$ cat config.mk
export PLATFORM = sky130hd
export DESIGN_NAME = rdw_sequencer
export DESIGN_NICKNAME = d
export VERILOG_FILES = /design/src/rtl/rdw_pkg.sv /design/src/rtl/rdw_sequencer.sv
export SDC_FILE = /design/constraint.sdc
export NUM_CORES = 1
export LEC_CHECK = 0
export ABC_AREA = 1
export ABC_CLOCK_PERIOD_IN_PS = 1650
export BUFFER_PORTS_ARGS = -buffer_cell sky130_fd_sc_hd__buf_4
export CORE_AREA = 2 2 39 41
export CTS_CLUSTER_SIZE = 8
export DETAILED_ROUTE_END_ITERATION = 6
export DIE_AREA = 0 0 41 43
export GPL_ROUTABILITY_DRIVEN = 1
export PLACE_DENSITY = 0.56
export SLEW_MARGIN = 20
export SYNTH_ARGS = -nofsm -noshare
export SYNTH_HDL_FRONTEND = slang
export SYNTH_SLANG_ARGS = --single-unit
$ cat constraint.sdc
create_clock -name clk_i -period 1.65 [get_ports clk_i]
set_input_delay 0.165 -clock clk_i [delete_from_list [all_inputs] [get_ports clk_i]]
set_output_delay 0.165 -clock clk_i [all_outputs]
set_load 0.005 [all_outputs]
$ cat src/rtl/rdw_pkg.sv
// ----------------------------------------------------------------------------
// Reverse delay package
// Shared constants, configuration register codes and the sequencer microcode
// for the reverse delay block.
// ----------------------------------------------------------------------------
package rdw_pkg;

  localparam int MAX_DELAY_DEF   = 131072;
  localparam int SAMPLE_BITS_DEF = 16;

  localparam int POS_BITS       = 17;
  localparam int DLEN_BITS      = 18;
  localparam int RAMP_BITS      = 16;
  localparam int WSTEP_BITS     = 24;
  localparam int GAIN_BITS      = 16;
  localparam int CFG_DATA_BITS  = 24;
  localparam int CFG_IDX_BITS   = 3;
  localparam int UC_ADDR_BITS   = 3;

  localparam logic [WSTEP_BITS-1:0] ONE_Q23 = 24'h80_0000;
  localparam logic [GAIN_BITS:0]    ONE_Q15 = 17'h0_8000;

  localparam logic [DLEN_BITS-1:0]  DLEN_RST  = 18'd24000;
  localparam logic [RAMP_BITS-1:0]  RAMP_RST  = 16'd2970;
  localparam logic [WSTEP_BITS-1:0] WSTEP_RST = 24'd2824;
  localparam logic [GAIN_BITS-1:0]  FB_RST    = 16'd0;
  localparam logic [GAIN_BITS-1:0]  MIX_RST   = 16'd16384;

  typedef enum logic [CFG_IDX_BITS-1:0] {
    REG_DELAY_LENGTH  = 3'd0,
    REG_RAMP_LENGTH   = 3'd1,
    REG_WINDOW_STEP   = 3'd2,
    REG_FEEDBACK_GAIN = 3'd3,
    REG_MIX_GAIN      = 3'd4
  } reg_idx_e;

  typedef enum logic [UC_ADDR_BITS-1:0] {
    UC_IDLE    = 3'd0,
    UC_FB_MUL  = 3'd1,
    UC_STORE   = 3'd2,
    UC_DRY_MUL = 3'd3,
    UC_WET_MUL = 3'd4,
    UC_OUT     = 3'd5
  } uc_addr_e;

  typedef enum logic [1:0] {J_NEXT, J_WAIT_IN, J_WAIT_OUT, J_GOTO} jmp_e;
  typedef enum logic [1:0] {A_NONE, A_FBS, A_X, A_WET} asel_e;
  typedef enum logic [2:0] {B_NONE, B_FB, B_W, B_DRY, B_MIX} bsel_e;
  typedef enum logic [1:0] {ACC_HOLD, ACC_LOAD, ACC_ADD} acc_e;

  typedef struct packed {
    jmp_e     jmp;
    uc_addr_e target;
    asel_e    asel;
    bsel_e    bsel;
    acc_e     acc;
    logic     ld_in;
    logic     ld_fbs;
    logic     st_wr;
    logic     ld_wet;
    logic     ld_out;
  } ucode_t;

  typedef struct packed {
    logic in_valid;
    logic out_free;
  } sts_t;

  function automatic ucode_t rdw_ucode(input logic [UC_ADDR_BITS-1:0] addr);
    ucode_t uc;
    uc.jmp    = J_NEXT;
    uc.target = UC_IDLE;
    uc.asel   = A_NONE;
    uc.bsel   = B_NONE;
    uc.acc    = ACC_HOLD;
    uc.ld_in  = 1'b0;
    uc.ld_fbs = 1'b0;
    uc.st_wr  = 1'b0;
    uc.ld_wet = 1'b0;
    uc.ld_out = 1'b0;
    case (addr)
      UC_IDLE: begin
        uc.jmp    = J_WAIT_IN;
        uc.target = UC_FB_MUL;
        uc.ld_in  = 1'b1;
      end
      UC_FB_MUL: begin
        uc.asel   = A_FBS;
        uc.bsel   = B_FB;
        uc.acc    = ACC_LOAD;
        uc.ld_fbs = 1'b1;
      end
      UC_STORE: begin
        uc.asel  = A_FBS;
        uc.bsel  = B_W;
        uc.acc   = ACC_LOAD;
        uc.st_wr = 1'b1;
      end
      UC_DRY_MUL: begin
        uc.asel   = A_X;
        uc.bsel   = B_DRY;
        uc.acc    = ACC_LOAD;
        uc.ld_wet = 1'b1;
      end
      UC_WET_MUL: begin
        uc.asel = A_WET;
        uc.bsel = B_MIX;
        uc.acc  = ACC_ADD;
      end
      UC_OUT: begin
        uc.jmp    = J_WAIT_OUT;
        uc.target = UC_IDLE;
        uc.ld_out = 1'b1;
      end
      default: begin
        uc.jmp    = J_GOTO;
        uc.target = UC_IDLE;
      end
    endcase
    return uc;
  endfunction

endpackage

$ cat src/rtl/rdw_sequencer.sv
// ----------------------------------------------------------------------------
// Reverse delay sequencer
// Step counter over the microcode table with conditional waits and jumps.
// ----------------------------------------------------------------------------
module rdw_sequencer (
  input  logic            clk_i,
  input  logic            rst_ni,
  input  rdw_pkg::sts_t   sts_i,
  output rdw_pkg::ucode_t ctrl_o
);
  import rdw_pkg::*;

  logic [UC_ADDR_BITS-1:0] step_q, step_d;
  ucode_t                  ctrl;

  always_comb begin
    ctrl   = rdw_ucode(step_q);
    step_d = step_q;
    case (ctrl.jmp)
      J_NEXT:     step_d = step_q + 3'd1;
      J_WAIT_IN:  if (sts_i.in_valid) step_d = ctrl.target;
      J_WAIT_OUT: if (sts_i.out_free) step_d = ctrl.target;
      J_GOTO:     step_d = ctrl.target;
      default:    step_d = UC_IDLE;
    endcase
  end

  always_ff @(posedge clk_i or negedge rst_ni) begin
    if (!rst_ni) begin
      step_q <= UC_IDLE;
    end else begin
      step_q <= step_d;
    end
  end

  assign ctrl_o = ctrl;
endmodule

* After elaboration in Yosys (flattened, before gate mapping)
Cells that the tools add are included.
** Storage, ports and cells
- Output and inout bits :: 17
- Bits in registers :: 3
- Input port bits :: 4
** Operators by class
- Add/sub/neg operators :: 1
- Mux-type cells :: 10
- Reductions and logical operators :: 4
- Equality and inequality tests :: 10
** Operators by type and width (number)
- $pmux W7 S4 :: 1
- $pmux W5 S3 :: 1
- $pmux W3 S4 :: 1
- $eq A3 B2 Y1 const B :: 2
- $eq A3 B3 Y1 const B :: 2
- $mux W3 :: 2
- $mux W1 :: 5
- $eq A2 B2 Y1 const B :: 2
- $ne A2 B2 Y1 const B :: 2
- $reduce_or A4 Y1 :: 1
- $add A3 B1 Y3 const B :: 1
- $eq A3 B1 Y1 const B :: 1
- $logic_not A3 Y1 :: 1
- $eq A2 B1 Y1 const B :: 1
- $logic_not A2 Y1 :: 1
- $reduce_and A2 Y1 :: 1

* Longest topological paths before layout
- Depth after elaboration :: 6
- Gate-level depth with buffers :: 8

* Worst setup path before layout
No wires, ideal clock.
- Path type :: register to output
- Start point :: register step_q[1]
- End point :: output ctrl_o[10] in the netlist's numbering
- Slack :: 0.380 ns
- Buffers on the path :: 0
- Data arrival time :: 1.105 ns
- Data required time :: 1.485 ns
- Stages on the path, launching flop included :: 7
- Cells stage by stage :: dfrtp_1 -> inv_2 -> ha_1 -> inv_1 -> nor2_1 -> nor2_1 -> nand2_1
** RTL lines
- start: declaration :: RTL line rdw_sequencer.sv:13 : logic [UC_ADDR_BITS-1:0] step_q, step_d;
- start signal: assignment :: RTL line rdw_sequencer.sv:32 : step_q <= step_d;
- end: declaration :: RTL line rdw_sequencer.sv:9 : output rdw_pkg::ucode_t ctrl_o

==> metrics <==
run status completed; row count 14; die area between 1500 and 2000 um^2; peak supply drop 0.630 mV; H-tree Lvls 1; Synth warnings 0; f_max 651 MHz; leakage power total between 0.3 and 0.4 nW; routed wire length around 800 um; Worst Path Max Fanout 4; largest registers step_q x3; post-synthesis cell type count 18; element type at the critical path end primary output; fraction of layout cells with a size suffix above 1 around 45%; crit-path leading delay family buffers and inverters; worst min-delay path class in2reg; initial drt markers 4; wire length of the first global-routing pass 1.35 mm; # diodes 0; worst skew pair latency approximately 0.23 ns; largest reg by FF count step_q; Slew Limit Fails 0; most common cell in the netlist nand2_1; P per Cell Area 2010 nW/um^2; Seq cells post-synth 3; ANT nets after route 0; vias per cell 4.00; synth-to-layout area growth 54.7%; Cells after Synth between 50 and 60; Synth top cells by count 13 x nand2_1, 12 x inv_1, 5 x ha_1, 5 x nor2_1; Buf/Inv on CP 4; dpl cell area between 500 and 600 um^2; largest cells by area after synthesis dfrtp_1 20%, ha_1 17%, nand2_1 13%; antenna violations before repair 0; Post-Layout Cell Count 94; slowest cell delay on critical path 0.41 ns; CTS buffer count 3; max_cap viols 0; CTS tree done; Main synth FF type dfrtp_1; Critical Path Start Type register; Synth top area share 20.1%; Initial Util a little over a quarter; clk root buf clkbuf_4; clk slew on worst S/H paths ~0.04 ns; flop2flop setup slack roughly 0.4 ns; synthesized area 373 um^2; final clock skew around 0.0028 ns; # setup viols final 0; sequential area share after synthesis ~20%; crit path DAT around 1.4 ns; hold_ws between 0.2 and 0.25 ns; FILL cells approximately 150; kind of critical path reg2out; RSZ-0062 raised after global routing no; synthesized area per cell just under 7 um^2; I/O pin count 21; post-detail-place hpwl 647 um; die outline height 43 um; Final Critical Period between 1.5 and 2 ns; vias in the first global route 350; Post-synth EDFFs 0; GRT Total Usage 11.0%; Total Neg Setup Slack 0 ns; Die Wd between 40 and 50 um; final RePlAce weighted congestion 0.731; dominant cell type by area after synthesis dfrtp_1; nets 88; final hold viol count 0; max reg flops 3; multi-input logic area 236 um^2; DR pass1 iterations 3; Power Total ~1.2 mW; PortBufs 18; Most common cell on crit path inv_1; CTS max path bufs 2; cells along the critical path inv_2 > ha_1 > inv_1 > nor2_4 > inv_1 > nand2_1 > buf_4; wire length per cell roughly 8.5 um; largest net degree at the start of global routing 8; period utilisation layout 93.1%; post-route cell area 577 um^2; clk sinks 3; DRC viols 0; Core Area between 1000 and 1500 um^2; slowest stage cell, crit path dfrtp_2; register area 77.6 um^2; CP required between 1 and 1.5 ns; vias 376; grt total ovfl 0; Cell Count Post-Placement between 80 and 90; FFs w/ async S/R, synth 100%
## worst register-to-register path: stages, from the launching register on
cell and delay (ns):
dfrtp_2 0.41, inv_2 0.07, ha_1 0.20, inv_1 0.12
nor2_4 0.05, inv_1 0.10, nand2_1 0.06, nand3_1 0.06
nand2_1 0.05
## power by group
group | internal [mW] | switching [mW]
clock network | 0.0906 | 0.0383
logic | 0.448 | 0.411
registers | 0.117 | 0.0518
## final cells by class
| class | count | area share (%) |
|---|---|---|
| Multi-Input combinational cell | 36 | 41.0 |
| Timing Repair Buffer | 22 | 29.1 |
| Sequential cell | 3 | 13.4 |
| Inverter | 13 | 8.46 |
| Clock buffer | 4 | 4.56 |
| Tap cell | 16 | 3.47 |
## final timing paths
| check | from | end | depth (start not counted) |
|---|---|---|---|
| max | step_q[0] | ctrl_o[15] | 7 |
| min reg2reg | step_q[1] | step_q[1] | 2 |
| max reg2reg | step_q[0] | step_q[0] | 8 |
| min | sts_i[0] | step_q[1] | 4 |
| min in group asynchronous | rst_ni | step_q[2] | 2 |
| max in group asynchronous | rst_ni | step_q[0] | 2 |
## layer usage
layer  vias up  share of wire (%)  track usage [%]
li1        205                  -                -
met1       155                 42             13.2
met2        16                 48             16.9
met3         0                 10             4.71
met4         0                  0             4.00
met5         -                  0                0
## cells in the final DEF (no fill, tap or decap)
cell type / count
buf_4: 21
clkbuf_1: 1
clkbuf_4: 3
conb_1: 2
dfrtp_1: 1
dfrtp_2: 2
dlygate4sd3_1: 1
ha_1: 4
ha_4: 1
inv_1: 11
inv_2: 2
nand2_1: 13
nand2_2: 2
nand3_1: 2
nand3_2: 1
nand3_4: 1
nand4_1: 1
nor2_1: 5
nor2_4: 1
o21ai_0: 1
o21ai_1: 1
o21ai_2: 1
## metrics by stage
stage	utilization, %	worst slack [ns]
after detailed placement	36.5	0.216
after CTS	40.1	0.0306
after global routing	41.7	0.0192
after floorplan	-	0.380
after global placement	36.5	0.256
final	41.7	0.114
## logic make-up after synthesis
kind of cell    after synthesis  synth area share (%)
flops                         3                  20.1
compound gates                3                  5.03
simple gates                 26                  34.9
fa+ha+maj                     5                  16.8
other cells                   1                  1.01
buf+inv                      17                  22.1
## repair_timing
action | in CTS | in global routing
endpoints found under the setup margin | 2 | 3
hold buffers | 1 | 0
resized for setup | 2 | 4
endpoints found under the hold margin | 3 | 0
gates cloned | 0 | 0
buffers inserted | 0 | 2
Power figures use the tool's default switching activity.
