<file path="config.mk">
export PLATFORM = sky130hd
export DESIGN_NAME = rdw_window
export DESIGN_NICKNAME = d
export VERILOG_FILES = /design/src/rtl/rdw_pkg.sv /design/src/rtl/rdw_window.sv
export SDC_FILE = /design/constraint.sdc
export NUM_CORES = 1
export LEC_CHECK = 0
export ABC_AREA = 0
export BUFFER_PORTS_ARGS = -buffer_cell sky130_fd_sc_hd__buf_2
export CORE_ASPECT_RATIO = 1.5
export CORE_MARGIN = 2
export CORE_UTILIZATION = 65
export CTS_CLUSTER_SIZE = 25
export DETAILED_ROUTE_END_ITERATION = 8
export HOLD_SLACK_MARGIN = 0.03
export PLACE_DENSITY = 0.86
export SYNTH_ARGS = -nofsm -noshare
export SYNTH_HDL_FRONTEND = slang
export SYNTH_SLANG_ARGS = --single-unit
</file>
<file path="constraint.sdc">
create_clock -name clk_i -period 12.7 [get_ports clk_i]
set_clock_uncertainty 0.1 [all_clocks]
set_input_delay 2.54 -clock clk_i [delete_from_list [all_inputs] [get_ports clk_i]]
set_output_delay 2.54 -clock clk_i [all_outputs]
set_load 0.01 [all_outputs]
</file>
<file path="src/rtl/rdw_pkg.sv">
// ----------------------------------------------------------------------------
// Reverse delay package
// Shared constants, configuration register codes and the sequencer microcode
// for the reverse delay block.
// ----------------------------------------------------------------------------
package rdw_pkg;

  localparam int MAX_DELAY_DEF   = 131072;
  localparam int SAMPLE_BITS_DEF = 16;

  localparam int POS_BITS       = 17;
  localparam int DLEN_BITS      = 18;
  localparam int RAMP_BITS      = 16;
  localparam int WSTEP_BITS     = 24;
  localparam int GAIN_BITS      = 16;
  localparam int CFG_DATA_BITS  = 24;
  localparam int CFG_IDX_BITS   = 3;
  localparam int UC_ADDR_BITS   = 3;

  localparam logic [WSTEP_BITS-1:0] ONE_Q23 = 24'h80_0000;
  localparam logic [GAIN_BITS:0]    ONE_Q15 = 17'h0_8000;

  localparam logic [DLEN_BITS-1:0]  DLEN_RST  = 18'd24000;
  localparam logic [RAMP_BITS-1:0]  RAMP_RST  = 16'd2970;
  localparam logic [WSTEP_BITS-1:0] WSTEP_RST = 24'd2824;
  localparam logic [GAIN_BITS-1:0]  FB_RST    = 16'd0;
  localparam logic [GAIN_BITS-1:0]  MIX_RST   = 16'd16384;

  typedef enum logic [CFG_IDX_BITS-1:0] {
    REG_DELAY_LENGTH  = 3'd0,
    REG_RAMP_LENGTH   = 3'd1,
    REG_WINDOW_STEP   = 3'd2,
    REG_FEEDBACK_GAIN = 3'd3,
    REG_MIX_GAIN      = 3'd4
  } reg_idx_e;

  typedef enum logic [UC_ADDR_BITS-1:0] {
    UC_IDLE    = 3'd0,
    UC_FB_MUL  = 3'd1,
    UC_STORE   = 3'd2,
    UC_DRY_MUL = 3'd3,
    UC_WET_MUL = 3'd4,
    UC_OUT     = 3'd5
  } uc_addr_e;

  typedef enum logic [1:0] {J_NEXT, J_WAIT_IN, J_WAIT_OUT, J_GOTO} jmp_e;
  typedef enum logic [1:0] {A_NONE, A_FBS, A_X, A_WET} asel_e;
  typedef enum logic [2:0] {B_NONE, B_FB, B_W, B_DRY, B_MIX} bsel_e;
  typedef enum logic [1:0] {ACC_HOLD, ACC_LOAD, ACC_ADD} acc_e;

  typedef struct packed {
    jmp_e     jmp;
    uc_addr_e target;
    asel_e    asel;
    bsel_e    bsel;
    acc_e     acc;
    logic     ld_in;
    logic     ld_fbs;
    logic     st_wr;
    logic     ld_wet;
    logic     ld_out;
  } ucode_t;

  typedef struct packed {
    logic in_valid;
    logic out_free;
  } sts_t;

  function automatic ucode_t rdw_ucode(input logic [UC_ADDR_BITS-1:0] addr);
    ucode_t uc;
    uc.jmp    = J_NEXT;
    uc.target = UC_IDLE;
    uc.asel   = A_NONE;
    uc.bsel   = B_NONE;
    uc.acc    = ACC_HOLD;
    uc.ld_in  = 1'b0;
    uc.ld_fbs = 1'b0;
    uc.st_wr  = 1'b0;
    uc.ld_wet = 1'b0;
    uc.ld_out = 1'b0;
    case (addr)
      UC_IDLE: begin
        uc.jmp    = J_WAIT_IN;
        uc.target = UC_FB_MUL;
        uc.ld_in  = 1'b1;
      end
      UC_FB_MUL: begin
        uc.asel   = A_FBS;
        uc.bsel   = B_FB;
        uc.acc    = ACC_LOAD;
        uc.ld_fbs = 1'b1;
      end
      UC_STORE: begin
        uc.asel  = A_FBS;
        uc.bsel  = B_W;
        uc.acc   = ACC_LOAD;
        uc.st_wr = 1'b1;
      end
      UC_DRY_MUL: begin
        uc.asel   = A_X;
        uc.bsel   = B_DRY;
        uc.acc    = ACC_LOAD;
        uc.ld_wet = 1'b1;
      end
      UC_WET_MUL: begin
        uc.asel = A_WET;
        uc.bsel = B_MIX;
        uc.acc  = ACC_ADD;
      end
      UC_OUT: begin
        uc.jmp    = J_WAIT_OUT;
        uc.target = UC_IDLE;
        uc.ld_out = 1'b1;
      end
      default: begin
        uc.jmp    = J_GOTO;
        uc.target = UC_IDLE;
      end
    endcase
    return uc;
  endfunction

endpackage

</file>
<file path="src/rtl/rdw_window.sv">
// ----------------------------------------------------------------------------
// Reverse delay window generator
// Trapezoid gain window: ramp up, hold at unity, ramp down, then restart.
// ----------------------------------------------------------------------------
module rdw_window #(
  parameter int MAX_DELAY = rdw_pkg::MAX_DELAY_DEF
) (
  input  logic                             clk_i,
  input  logic                             rst_ni,
  input  logic [$clog2(MAX_DELAY+1)-1:0]   len_i,
  input  logic [rdw_pkg::RAMP_BITS-1:0]    ramp_i,
  input  logic [rdw_pkg::WSTEP_BITS-1:0]   step_i,
  input  logic                             restart_i,
  input  logic                             advance_i,
  output logic [rdw_pkg::WSTEP_BITS-1:0]   w_o
);
  import rdw_pkg::*;

  localparam int LW = $clog2(MAX_DELAY + 1);
  localparam int CW = (LW > RAMP_BITS) ? LW : RAMP_BITS;

  logic [CW-1:0]         count_q, count_d;
  logic [WSTEP_BITS-1:0] level_q, level_d;
  logic [WSTEP_BITS-1:0] w_q, w_d;
  logic [CW-1:0]         f, fm1h, ramp, re, hi;
  logic [WSTEP_BITS:0]   lvl_up;
  logic [WSTEP_BITS-1:0] lvl_up_c, lvl_dn;

  always_comb begin
    f        = CW'(len_i >> 1);
    fm1h     = (f - CW'(1)) >> 1;
    ramp     = CW'(ramp_i);
    re       = (ramp > fm1h) ? fm1h : ramp;
    hi       = f - re;
    lvl_up   = {1'b0, level_q} + {1'b0, step_i};
    lvl_up_c = (lvl_up > {1'b0, ONE_Q23}) ? ONE_Q23 : lvl_up[WSTEP_BITS-1:0];
    lvl_dn   = (level_q > step_i) ? (level_q - step_i) : '0;
    if (count_q < re) begin
      level_d = lvl_up_c;
      w_d     = lvl_up_c;
      count_d = count_q + CW'(1);
    end else if (count_q <= hi) begin
      level_d = level_q;
      w_d     = ONE_Q23;
      count_d = count_q + CW'(1);
    end else if (count_q < f) begin
      level_d = lvl_dn;
      w_d     = lvl_dn;
      count_d = count_q + CW'(1);
    end else begin
      level_d = '0;
      w_d     = level_q;
      count_d = '0;
    end
  end

  always_ff @(posedge clk_i or negedge rst_ni) begin
    if (!rst_ni) begin
      count_q <= '0;
      level_q <= '0;
      w_q     <= '0;
    end else if (restart_i) begin
      count_q <= '0;
      level_q <= '0;
    end else if (advance_i) begin
      count_q <= count_d;
      level_q <= level_d;
      w_q     <= w_d;
    end
  end

  assign w_o = w_q;
endmodule

</file>
Yosys cells after proc, flatten, opt, wreduce, memory -nomap -nowiden
Cells that the tools add are included.
{"block": "word_totals", "word_cells": 35, "register_bits": 66, "out_inout_bits": 24}
{"block": "classes", "muxes": 16, "reduce_logical": 3, "n_eq_ne": 1, "order_cmp": 6, "bitwise": 1, "add_sub_neg": 5}
{"cell": "2-to-1 mux 24 bit", "count": 10}
{"cell": "2-to-1 mux 18 bit", "count": 5}
{"cell": "< comparator 18 x 17 -> 1 bit", "count": 2}
{"cell": "adder 24 x 24 -> 25 bit", "count": 1}
{"cell": "greater-than comparator 25 x 24 -> 1 bit (second input constant)", "count": 1}
{"cell": "greater-than comparator 24 bit", "count": 1}
{"cell": "subtractor 24 bit", "count": 1}
{"cell": "adder 18 x 1 -> 18 bit (second input constant)", "count": 1}
{"cell": "less-or-equal comparator 18 bit", "count": 1}
{"cell": "subtractor 17 x 1 -> 18 bit (second input constant)", "count": 1}
{"cell": "subtractor 17 x 17 -> 18 bit", "count": 1}
{"cell": "greater-than comparator 16 x 17 -> 1 bit", "count": 1}
{"cell": "2-to-1 mux 17 bit", "count": 1}
{"cell": "AND reduction 2 bit", "count": 2}
{"cell": "!= test 3 bit (second input constant)", "count": 1}
{"cell": "nonzero test 2 bit", "count": 1}
{"cell": "NOT 1 bit", "count": 1}

Depth between registers and ports, before layout
Gate-level depths: netlist of the first run.
{"block": "logic_depth", "word_depth": 9, "mapped_depth": 41, "mapped_depth_nobuf": 38}

Worst setup path before layout of the first run
No wires, ideal clock.
{"block": "synth_timing", "path_kind": "input to register", "from": "input len_i[1]", "to": "register level_q[10]", "cell_stages": 37, "n_path_buf": 2, "arrival_ns": 10.062, "path_slack_ns": 2.405, "path_cell_list": "inv_1 > ha_1 > or3b_2 > nor3_1 > nand2_1 > or4_1 > xnor2_1 > ha_1 > nor2_1 > a21oi_1 > o21ai_0 > maj3_1 > o211ai_1 > nand2_1 > buf_1 > o21ai_0 > ha_1 > inv_1 > a21o_1 > o2111ai_1 > a22oi_1 > a2111oi_4 > o31ai_4 > o31ai_2 > o21a_1 > xor2_1 > ha_1 > and4_1 > a221o_1 > a21o_1 > a21o_1 > a21o_2 > a21oi_1 > o21ai_0 > nand2_1 > clkbuf_1 > o21ai_0"}
{"block": "synth_via", "elab_chain_cells": 7}
{"item": "start: declaration", "line_no": "rdw_window.sv:10", "source": "input logic [$clog2(MAX_DELAY+1)-1:0] len_i,"}
{"item": "subtractor 17 x 1 -> 18 bit", "line_no": "rdw_window.sv:31", "source": "fm1h = (f - CW'(1)) >> 1;"}
{"item": "greater-than comparator 16 x 17 -> 1 bit", "line_no": "rdw_window.sv:33", "source": "re = (ramp > fm1h) ? fm1h : ramp;"}
{"item": "2-to-1 mux 17 bit", "line_no": "rdw_window.sv:33"}
{"item": "subtractor 17 x 17 -> 18 bit / < comparator 18 x 17 -> 1 bit (equally long branches)", "line_no": "rdw_window.sv:34, rdw_window.sv:38"}
{"item": "less-or-equal comparator 18 bit / 2-to-1 mux 24 bit (equally long branches)", "line_no": "rdw_window.sv:42, rdw_window.sv:38"}
{"item": "!= test 3 bit (no source line) / 2-to-1 mux 24 bit (equally long branches)"}
{"item": "AND reduction 2 bit (no source line) / 2-to-1 mux 24 bit (equally long branches)"}
{"item": "end signal: assignment", "line_no": "rdw_window.sv:67", "source": "level_q <= level_d;"}
{"item": "end: declaration", "line_no": "rdw_window.sv:23", "source": "logic [WSTEP_BITS-1:0] level_q, level_d;"}
Several ways; a longest one is shown, not always the timed one. The select of a mux whose other input is x is not followed.
A chain may end at the register's enable or synchronous reset.

Worst setup path after layout of the first run
{"block": "layout_timing", "from": "input len_i[2]", "to": "register level_q[23]"}
The elaborated chain is that of the path after synthesis.

==> metrics.yaml, run 1 <==
status:
  status: "finished, final reports clean"
grt:
  antenna_found_initial: 0
  grt_use_total: 0.368
  grt_pass1_wl_mm: 43.1
  grt_pass1_vias: 9109
  grt_overflow_total: 0
  grt_max_degree: 67
setup_path:
  crit_fanout: 9
  endpoint_kind: "register"
  crit_type: "input pin to register"
  critPathBufInv: 5
  cp-start-kind: "input pin"
  worstPathArrival_ns: 11.58
  cp.required_ns: 12.84
  crit_path_top_delay_cell: "o211ai_1"
  cpPeakStageDelay_ns: 0.58
  path_delay_family: "compound AO/OA/AOI/OAI gates"
clocking:
  clk_pin_slew_ns: 0.06
  cts_setup_buffers: 0
  clk_latency_ns: 0.35
  cts-resized-gates: 0
  cts_htree_levels: 3
  cts_buffers: 9
  clk_path_buf_depth: 2
  cts-root-buf: "clkbuf_16"
  cts_tree: "built"
  hold_buffers: 0
  clock_sink_count: 66
sta:
  rsz0062_at_grt: "false"
  period_share: 0.901
  final_max_slew_viol_count: 0
  hold_slack_ns: 0.382
  finalHoldViolations: 0
  fin_crit_ns: 11.44
  slew-limit-headroom: 0.216
  setup_slack_ns: 1.26
  setup_tns_ns: 0
  tightestPinTransition_ns: 1.17
  setup_violations: 0
  fmax_mhz: 87.4
die:
  dieHeight_um: 147
  ios: 86
  dieArea_um2: 14500
  coreArea_um2: 13400
  row_count: 52
  initial_utilization: 0.658
  die_w_um: 99.1
synthesis:
  synthFlopType: "dfrtp_1"
  syn_inst: 1112
  synth_area_um2: 8820
  yosysWarnings: 0
  synth_top_area_frac: 0.187
  synth_top_area_cell: "dfrtp_1"
  synthTopCellsByArea: "dfrtp_1 19%, ha_1 17%, xnor2_1 5.2%, o21ai_0 4.9%, a21oi_1 4.6%"
  async_reset_ff_frac: 1.00
  yosysMostFrequentCell: "ha_1"
  synth_common_cells: "123 x ha_1, 99 x nand2_1, 88 x inv_1"
  ys_types: 95
  syn_avg_cell_area_um2: 7.93
  yosysSeqAreaShare: 0.187
  ys_seq_elements: 66
  synth_edf_count: 0
placement:
  dpl.hpwl_mm: 20.1
  portBuffers: 84
  placed_cell_area_um2: 9310
  pre_cts_slack_ns: 1.03
  dp.cells: 1326
  gp_congestion: 0.987
drt:
  wl_per_cell_um: 19.6
  dr.first_iter.drc_count: 643
  vias: 8908
  wl_met2_mm: 13.8
  top_layer: "met4"
  wl_mm: 26.3
  first_pass_iters: 5
  wl_met1_mm: 9.07
  met3_length_mm: 1.43
  drc: 0
  viasPerCell: 6.64
  antenna_left: 0
cells_and_area:
  drive_above_1_share: 0.135
  fin_util: 0.716
  n_antenna_cell: 0
  fin_area_um2: 9590
  regArea_um2: 1650
  final_nets: 1363
  multiInputGateArea_um2: 6590
  final_cells: 1342
  fill_cells: 1139
  syn_to_final_growth_pct: 8.80
worst_hold_path:
  min_path_type: "register to register"
pwr:
  cellLeakagePower_nw: 4.61
  power.density_nw_per_um2: 95.8
  power.total_mw: 0.919
  ir_worst_vdd_mv: 0.0839
flow_run:
  cap_violations: 0
cells in the final DEF, fill, tap and decap left out, types with 9 or more instances in the layout:
master	synthesis	final
a21o_1	31	31
a21oi_1	81	81
a221o_1	10	10
a22o_1	16	16
a22oi_1	28	28
a31oi_1	14	14
and3_1	11	11
buf_2	10	84
buf_4	2	13
clkbuf_16	0	9
dfrtp_1	66	66
ha_1	123	123
inv_1	88	88
nand2_1	99	99
nand2b_1	12	12
nand3_1	25	25
nand4_1	16	16
nor2_1	74	74
nor3_1	18	18
o21ai_0	87	87
o21ai_1	19	18
o21bai_1	10	10
xnor2_1	52	52
xor2_1	16	16
final timing paths:
kind / startpoint / to / slack (ns) / cells past startpoint
setup / recovery: len_i[2] / level_q[23] / 1.26 / 37
hold / removal: w_o[7] / w_o[7] / 0.38 / 2
setup reg to reg: level_q[2] / level_q[20] / 6.39 / 16
hold reg to reg: w_o[7] / w_o[7] / 0.38 / 2
max in group asynchronous: rst_ni / level_q[14] / 9.62 / 2
min in group asynchronous: rst_ni / w_o[9] / 2.29 / 2
cells by family after synthesis:
family	after synthesis	synth area share
other cells	1	0.000425
compound gates	386	0.297
buf+inv	135	0.0671
fa+ha+maj	130	0.186
mux	3	0.00355
xor+xnor	70	0.0726
flops	66	0.187
simple gates	321	0.186
worst reg2reg max path, stage by stage (launching register included):
cell,delay [ns]
dfrtp_1,0.42
ha_1,0.47
o21bai_1,0.12
a21oi_1,0.30
o21ai_0,0.20
a211o_1,0.41
xnor2_1,0.20
or3_1,0.39
or4_1,0.52
or4_1,0.43
or4_1,0.52
nor4_1,0.35
a31oi_1,0.28
nor3_4,0.73
buf_4,0.41
a22oi_1,0.15
o21ai_0,0.24
state kept, by name, indices dropped and copies added (netlist names):
| name | count |
|---|---|
| level_q | 24 |
| w_o | 24 |
| count_q | 18 |
area by class of cell:
cell class,instances,area share
clock inverter,4,0.00274
clock buffer,12,0.0267
inverter,88,0.0344
timing repair buffer,98,0.0561
multi-input combinational,912,0.687
sequential,66,0.172
tap,162,0.0211
metal layers:
metal  up-vias  global-route usage
li1       4225                   -
met1      4162               0.379
met2       379               0.663
met3       142              0.0522
met4         0               0.271
met5         -                   0
where the power goes:
group | switching (mW) | total (mW) | internal [mW]
registers | 0.0188 | 0.251 | 0.233
logic | 0.260 | 0.427 | 0.167
clock network | 0.0976 | 0.240 | 0.142
(Power assumes the default switching activity.)
==> run 2, diff against run 1 <==
Settings changed: CTS_BUF_LIST from default to sky130_fd_sc_hd__clkbuf_8.
==> run 2 against run 1 <==
Against the previous run:
- setup slack gained 0.029 ns
- critical path depth is the same
- sequential cell count did not move
- register-to-register slack improved by 0.08 ns
- sequential share of layout area up 0.18 points
==> metrics.yaml, run 2 (synthesis gave the netlist of run 1 again) <==
die:
  die_w_um: 99.1  # unchanged
  row_count: 52  # unchanged
  ios: 86  # unchanged
  initial_utilization: 0.658  # unchanged
  dieHeight_um: 147  # unchanged
  dieArea_um2: 14500  # unchanged
  coreArea_um2: 13400  # unchanged
placement:
  dpl.hpwl_mm: 20.1  # unchanged
  gp_congestion: 0.987  # unchanged
  portBuffers: 84  # unchanged
clocking:
  hold_buffers: 0  # unchanged
  clk_latency_ns: 0.37  # +0.02 ns
  clk_path_buf_depth: 2  # unchanged
  cts_buffers: 9  # unchanged
  cts-resized-gates: 0  # unchanged
  cts-root-buf: "clkbuf_8"
  clk_pin_slew_ns: 0.08  # +0.02 ns
  cts_tree: "built"
  clock_sink_count: 66  # unchanged
  cts_setup_buffers: 0  # unchanged
  cts_htree_levels: 3  # unchanged
sta:
  finalHoldViolations: 0  # unchanged
  period_share: 0.899  # -0.00231
  fin_crit_ns: 11.41  # -0.0294 ns
  slew-limit-headroom: 0.223  # +0.00760
  rsz0062_at_grt: "false"
  setup_violations: 0  # unchanged
  setup_tns_ns: 0  # unchanged
  final_max_slew_viol_count: 0  # unchanged
  tightestPinTransition_ns: 1.16  # -0.0114 ns
  fmax_mhz: 87.6  # +0.26%
setup_path:
  cpPeakStageDelay_ns: 0.57  # about the same
  cp-startpoint: "len_i[2]"
  crit_type: "input pin to register"
  crit_fanout: 9  # unchanged
  cp-start-kind: "input pin"
  endpoint_kind: "register"
  crit-reg2reg-launch: "level_q[0]"
  crit_path_top_delay_cell: "o211ai_1"
  worstPathArrival_ns: 11.57  # about the same
  cp.required_ns: 12.86  # +0.02 ns
grt:
  antenna_found_initial: 0  # unchanged
  grt_overflow_total: 0  # unchanged
  grt_pass1_vias: 8941  # -1.8%
  grt_pass1_wl_mm: 42.5  # -1.5%
  grt_max_degree: 67  # unchanged
  grt_use_total: 0.361  # -0.00689
drt:
  wl_per_cell_um: 19.3  # -1.4%
  wl_mm: 25.9  # -1.4%
  antenna_left: 0  # unchanged
  vias: 8912  # +0.045%
  drc: 0  # unchanged
  first_pass_iters: 5  # unchanged
  viasPerCell: 6.64  # about the same
  dr.first_iter.drc_count: 500  # -22%
pwr:
  cellLeakagePower_nw: 4.56  # -0.91%
  ir_worst_vdd_mv: 0.0700  # -17%
  power.density_nw_per_um2: 89.0  # -7.1%
worst_hold_path:
  worstHoldStart: "w_o[23]"
  min_path_type: "register to register"
cells_and_area:
  final_cell_mix: "123 x ha_1, 99 x nand2_1, 89 x inv_1, 87 x o21ai_0, 84 x buf_2"
  final_nets: 1363  # unchanged
  fill_cells: 1158  # +1.7%
  n_antenna_cell: 0  # unchanged
  fin_util: 0.708  # -0.00756
  drive_above_1_share: 0.135  # unchanged
  final_common_cell: "ha_1"
  syn_to_final_growth_pct: 7.65
status:
  status: "finished, final reports clean"
flow_run:
  cap_violations: 0  # unchanged
## run 2: changes by cell type in the layout (fill, tap and decap cells not counted), sizes merged
cell and delta:
inv +1, clkbuf -1
## run 2: worst paths after layout
kind,cells after the start,end,slack [ns]
worst max-delay path,37,level_q[23],1.29
max in group asynchronous,2,w_o[22],9.65
worst max register to register,18,level_q[20],6.47
worst min register to register,2,w_o[23],0.38
min in group asynchronous,2,w_o[9],2.27
worst min-delay path,2,w_o[23],0.38
## run 2: area by class of cell
cell class                 count  area [µm²]  area share
multi-input combinational    912        6590       0.694
clock inverter                 5        30.0     0.00316
sequential                    66        1650       0.174
timing repair buffer          98         538      0.0567
clock buffer                  11         151      0.0159
tap                          162         203      0.0214
inverter                      88         330      0.0348
## run 2: layer usage
metal  vias to the layer above  GRT usage  wire (µm)
met5                         -          0          0
met4                         0      0.280       2040
met2                       380      0.642      13400
li1                       4217          -          -
met3                       138     0.0522       1490
met1                      4177      0.373       9010
## run 2: where the power goes
group	internal, mW	total (mW)	switching, mW
Combinational	0.167	0.425	0.258
Clock	0.0804	0.169	0.0881
Sequential	0.232	0.251	0.0187
## run 2: critical path, delay by kind of cell
family          cells  cell delay [ns]
compound gates     18             4.50
xor+xnor            2             0.36
fa+ha+maj           5             1.56
buf+inv             5             0.68
simple gates        7             1.92
## run 2: stage by stage
stage                     std cells  setup slack [ns]  power, mW  cell area [µm²]  hold WS (ns)
after floorplan                1113              2.40      0.549             8820         0.392
final                          1342              1.29      0.845             9490         0.384
after detailed placement       1326              1.03      0.671             9310         0.373
after global routing           1342             0.699      0.900             9490         0.415
after CTS                      1342              1.38      0.839             9490         0.389
after global placement         1326              1.12      0.659             9310         0.358
